--- config.mk ---
export PLATFORM = sky130hd
export DESIGN_NAME = pri_ram
export DESIGN_NICKNAME = d
export VERILOG_FILES = /design/src/pri_ram.sv
export SDC_FILE = /design/constraint.sdc
export NUM_CORES = 2
export LEC_CHECK = 0
export BUFFER_PORTS_ARGS = -buffer_cell sky130_fd_sc_hd__buf_2
export CAP_MARGIN = 15
export CELL_PAD_IN_SITES_DETAIL_PLACEMENT = 1
export CELL_PAD_IN_SITES_GLOBAL_PLACEMENT = 1
export CORE_MARGIN = 5
export CORE_UTILIZATION = 40
export DETAILED_ROUTE_END_ITERATION = 16
export HOLD_SLACK_MARGIN = 0.1
export PLACE_DENSITY_LB_ADDON = 0.1
export SYNTH_ARGS = -nofsm -noshare
export SYNTH_HDL_FRONTEND = slang
export SYNTH_SLANG_ARGS = --single-unit
--- constraint.sdc ---
create_clock -name clk -period 6.6 [get_ports clk]
set_clock_uncertainty 0.1 [all_clocks]
set_input_delay 1.32 -clock clk [delete_from_list [all_inputs] [get_ports clk]]
set_output_delay 1.32 -clock clk [all_outputs]
set_load 0.05 [all_outputs]
--- src/pri_ram.sv ---
`timescale 1ns / 1ps
// ----------------------------------------------------------------------------
// Generic RAM
// One write port and two read ports, with registered read data.
// ----------------------------------------------------------------------------
module pri_ram #(
  parameter int WIDTH = 24,
  parameter int DEPTH = 128
) (
  input  logic                     clk,
  input  logic                     we,
  input  logic [$clog2(DEPTH)-1:0] waddr,
  input  logic [WIDTH-1:0]         wdata,
  input  logic [$clog2(DEPTH)-1:0] raddr_a,
  input  logic [$clog2(DEPTH)-1:0] raddr_b,
  output logic [WIDTH-1:0]         rdata_a,
  output logic [WIDTH-1:0]         rdata_b
);

  logic [WIDTH-1:0] mem [DEPTH];

  always_ff @(posedge clk) begin
    if (we) begin
      mem[waddr] <= wdata;
    end
    rdata_a <= mem[raddr_a];
    rdata_b <= mem[raddr_b];
  end

endmodule

# Word-level counts from Yosys, hierarchy flattened
# Memory sizes are Yosys's and may differ from the RTL's. A register that Yosys moved wholly into a read port is not among the register bits.
# Index checks and enable logic that the tools add are counted.
# Widths: inputs -> output; s select.
[totals] wordCells=3 mem_bits_rw=3072 ff_bits=0 memories=1
[memory_table] memory="mem" words=128 width=24 read_ports=2 rd_ports_with_merged_regs=2 write_ports=1 line_no="20" source="logic [WIDTH-1:0] mem [DEPTH];"
[op_classes] mux=2
[ops] op="$mux 1" n=2

# Logic depth before layout (Yosys ltp)
[logic_depth] depth_word=2 ltp_mapped=8 mapped_depth_nobuf=4

# Worst setup path before layout
# No wires, ideal clock.
[synth_path] path_kind="in2reg" from="input we" to="memory mem[98][0] (enable)" path_slack_ns=2.504 n_path_buf=1 cell_stages=3 t_arrival_ns=3.561 setup_time_ns=0.435 path_cell_list="clkbuf_1 > nand4_1 > nor3_1"
[synth_via] elab_chain_cells=2
[synth_rtl] item="from (decl)" line_no="11" source="input logic we,"
[synth_rtl] item="$mux 1" line_no="23" source="if (we) begin"
[synth_rtl] item="$mux 1 (not written as such)" line_no="24" source="mem[waddr] <= wdata;"
[synth_rtl] item="to (decl)" line_no="20"
# No other way between the ends.

==> key figures <==
Floorplanning
  – Row cnt: 218
  – Die height: 605.4 um
  – Initial Utilization: 0.4017
  – I/O pin cnt: 95
  – Die Span X: 605.4 um
  – Core Region: 353,000 um^2
  – Die area: 366,500 um^2

Logic synthesis
  – Ys flop type: edfxtp_1
  – Post-synth EDFFs: 3,072
  – Top-area cell type share of the netlist area: 0.6506
  – Cells after Synth: 5,821
  – Sequential-to-total area share from yosys stat: 0.6574
  – Yosys top cell by area: edfxtp_1
  – Synth Cell Area: 141,800 um^2
  – Post-Syn Nets: 5,868
  – Commonest cells in the netlist: edfxtp_1, mux4_2, clkbuf_1, nor2_1, buf_2
  – Top cells by area, synth: edfxtp_1, mux4_2, dfxtp_1
  – Count of cell types in the netlist: 17
  – Synthesized area per cell: 24.36 um^2
  – Top-count cell post-synth: edfxtp_1
  – Synth warn: 0
  – Yosys reg bits: 3,120
  – Ys async rst share: 0

STA
  – F_max: 232.6 MHz
  – Final setup viols: 0
  – Slew margin rel.: 0.1931
  – Fin. Hold Viols: 0
  – Period utilisation layout: 0.6515
  – Final Slew Violations: 0
  – Setup TNS: 0 ps
  – Min setup slack post-route: 2300 ps
  – RSZ-0062 raised after global routing: no
  – Final Hold Slack: 724.4 ps
  – Crit path time final: 4300 ps
  – Worst Max-Slew Pin Slew: 1208 ps

Layout
  – Final nets: 6,223
  – Share of layout cells above drive strength 1: 0.4905
  – Final Cell Area: 163,000 um^2
  – Syn-to-layout area delta: 14.95%
  – Fillers: 31,134

Power
  – Lkg Pwr: 49.57 nW
  – Power per cell area: 284.6 nW/um^2
  – Total Power: 46.38 mW
  – IR drop worst, VDD: 225.4 uV

Detailed routing
  – Wirelength per Cell: 43.85 um
  – Drt total wl: 494.2 mm
  – DRT iter0 DRCs: 9,050
  – Vias: 73,561
  – Antenna viol nets, final: 0
  – Pre-Repair DR Iteration Count: 6
  – Vias per cell: 6.527
  – Residual DRC count: 0

Global route
  – Gr ovfl total: 0
  – Initial antenna violation count: 63
  – Vias in the first global route: 77,123
  – First-pass GRT wire length: 675.6 mm
  – Gr usage total: 0.2691
  – Maximum number of pins on one net before global-route repair: 99

Worst hold path
  – Hold Path Class: primary input to flip-flop

Clock network
  – Reg clk slew, reported paths: 60 ps
  – Clock tree sinks: 3,120
  – CTS tree: yes
  – CTS HTree Levels: 5
  – CTS Buffer Depth: 4
  – Post-cts resize count: 0
  – CTS Buf Count: 352
  – Hold bufs inserted after CTS: 0
  – Setup bufs post-CTS: 0
  – CTS root buf: clkbuf_16
  – Worst skew pair latency: 960 ps

Placed design
  – IO buf count: 94
  – Pre-CTS setup slack: 1393 ps
  – Global placer's final weighted congestion: 0.8176
  – Placed cell area: 151,100 um^2
  – Hpwl dp: 309.3 mm

Critical path
  – WS Path Type: primary input to flip-flop
  – Kind of end point of the critical path: flip-flop
  – Arr. time, crit path: 5040 ps
  – Flop2flop setup slack: 3830 ps
  – CP startpoint kind: primary input
  – CP required: 7340 ps
  – Crit-path max FO: 71

Flow run
  – Maxcap violations: 0

Outcome
  – Outcome: finished clean
-- final cells by class --
cell class                 count  area (um^2)  share of cell area
timing repair buffer         468         4362             0.02676
clock buffer                 441         9445             0.05795
antenna                       73        182.7            0.001121
sequential                  3120        93210              0.5719
clock inverter               204         2261             0.01387
tap                         4730         5918             0.03631
multi-input combinational   2234        47610              0.2921
-- power by group --
part | internal, mW | leakage (nW) | switching (mW)
logic | 1.60 | 15.8 | 2.46
clock network | 11.9 | 5.71 | 8.32
registers | 21.9 | 28.0 | 0.168
total | 35.4 | 49.6 | 10.9
-- kinds of logic (layout without fill, tap and decap cells) --
group                  count (synthesis)  after routing  share of synthesized area
other                                  0             73                          0
DFF                                 3120           3120                     0.6574
muxes                               2064           2064                     0.3240
buffers and inverters                467           1113                    0.01364
and+or+nand+nor                      170            170                   0.004915
-- sequential cells by signal (all words and copies together), names as in the netlist --
name / cells
rdata_b: 24
rdata_a: 24
mem: 3072
-- critical path: stages --
cell and delay [ps]:
buf_8 590, buf_12 330, buf_12 250, buf_12 320, mux4_2 370, mux4_2 550
mux4_2 720, mux2_2 360
-- placed cells by master (no fill, tap or decap), types with 46 or more instances in the layout --
master        n
nor2_4      119
edfxtp_1   3072
buf_12       74
mux2_2       48
clkbuf_1     70
clkinv_1     70
clkinv_2     59
clkbuf_16   362
buf_4       330
diode_2      73
mux4_2     2016
buf_2        57
dfxtp_1      48
bufinv_16    46
-- per-layer routing --
metal | part of all wire | GRT usage
met1 | 0.40 | 0.3721
met3 | 0.068 | 0.03989
met4 | 0.037 | 0.08980
met2 | 0.49 | 0.4418
met5 | 0.00018 | 0
-- path summary, 6_finish.rpt --
kind         startpoint          end  cells after the start
max          raddr_a[2]  rdata_a[22]                      8
min           wdata[19]  mem[84][19]                      1
max reg2reg  mem[0][22]  rdata_a[22]                      4
min reg2reg  mem[5][15]  rdata_b[15]                      4
-- per-stage QoR --
stage                     cells    util
after global placement    10549  0.4279
after detailed placement  10551  0.4280
after CTS                 11196  0.4612
final                     11270  0.4618
after global routing      11251  0.4616
after floorplan            5821       -
Note: power is estimated with default switching activity, not from simulation.
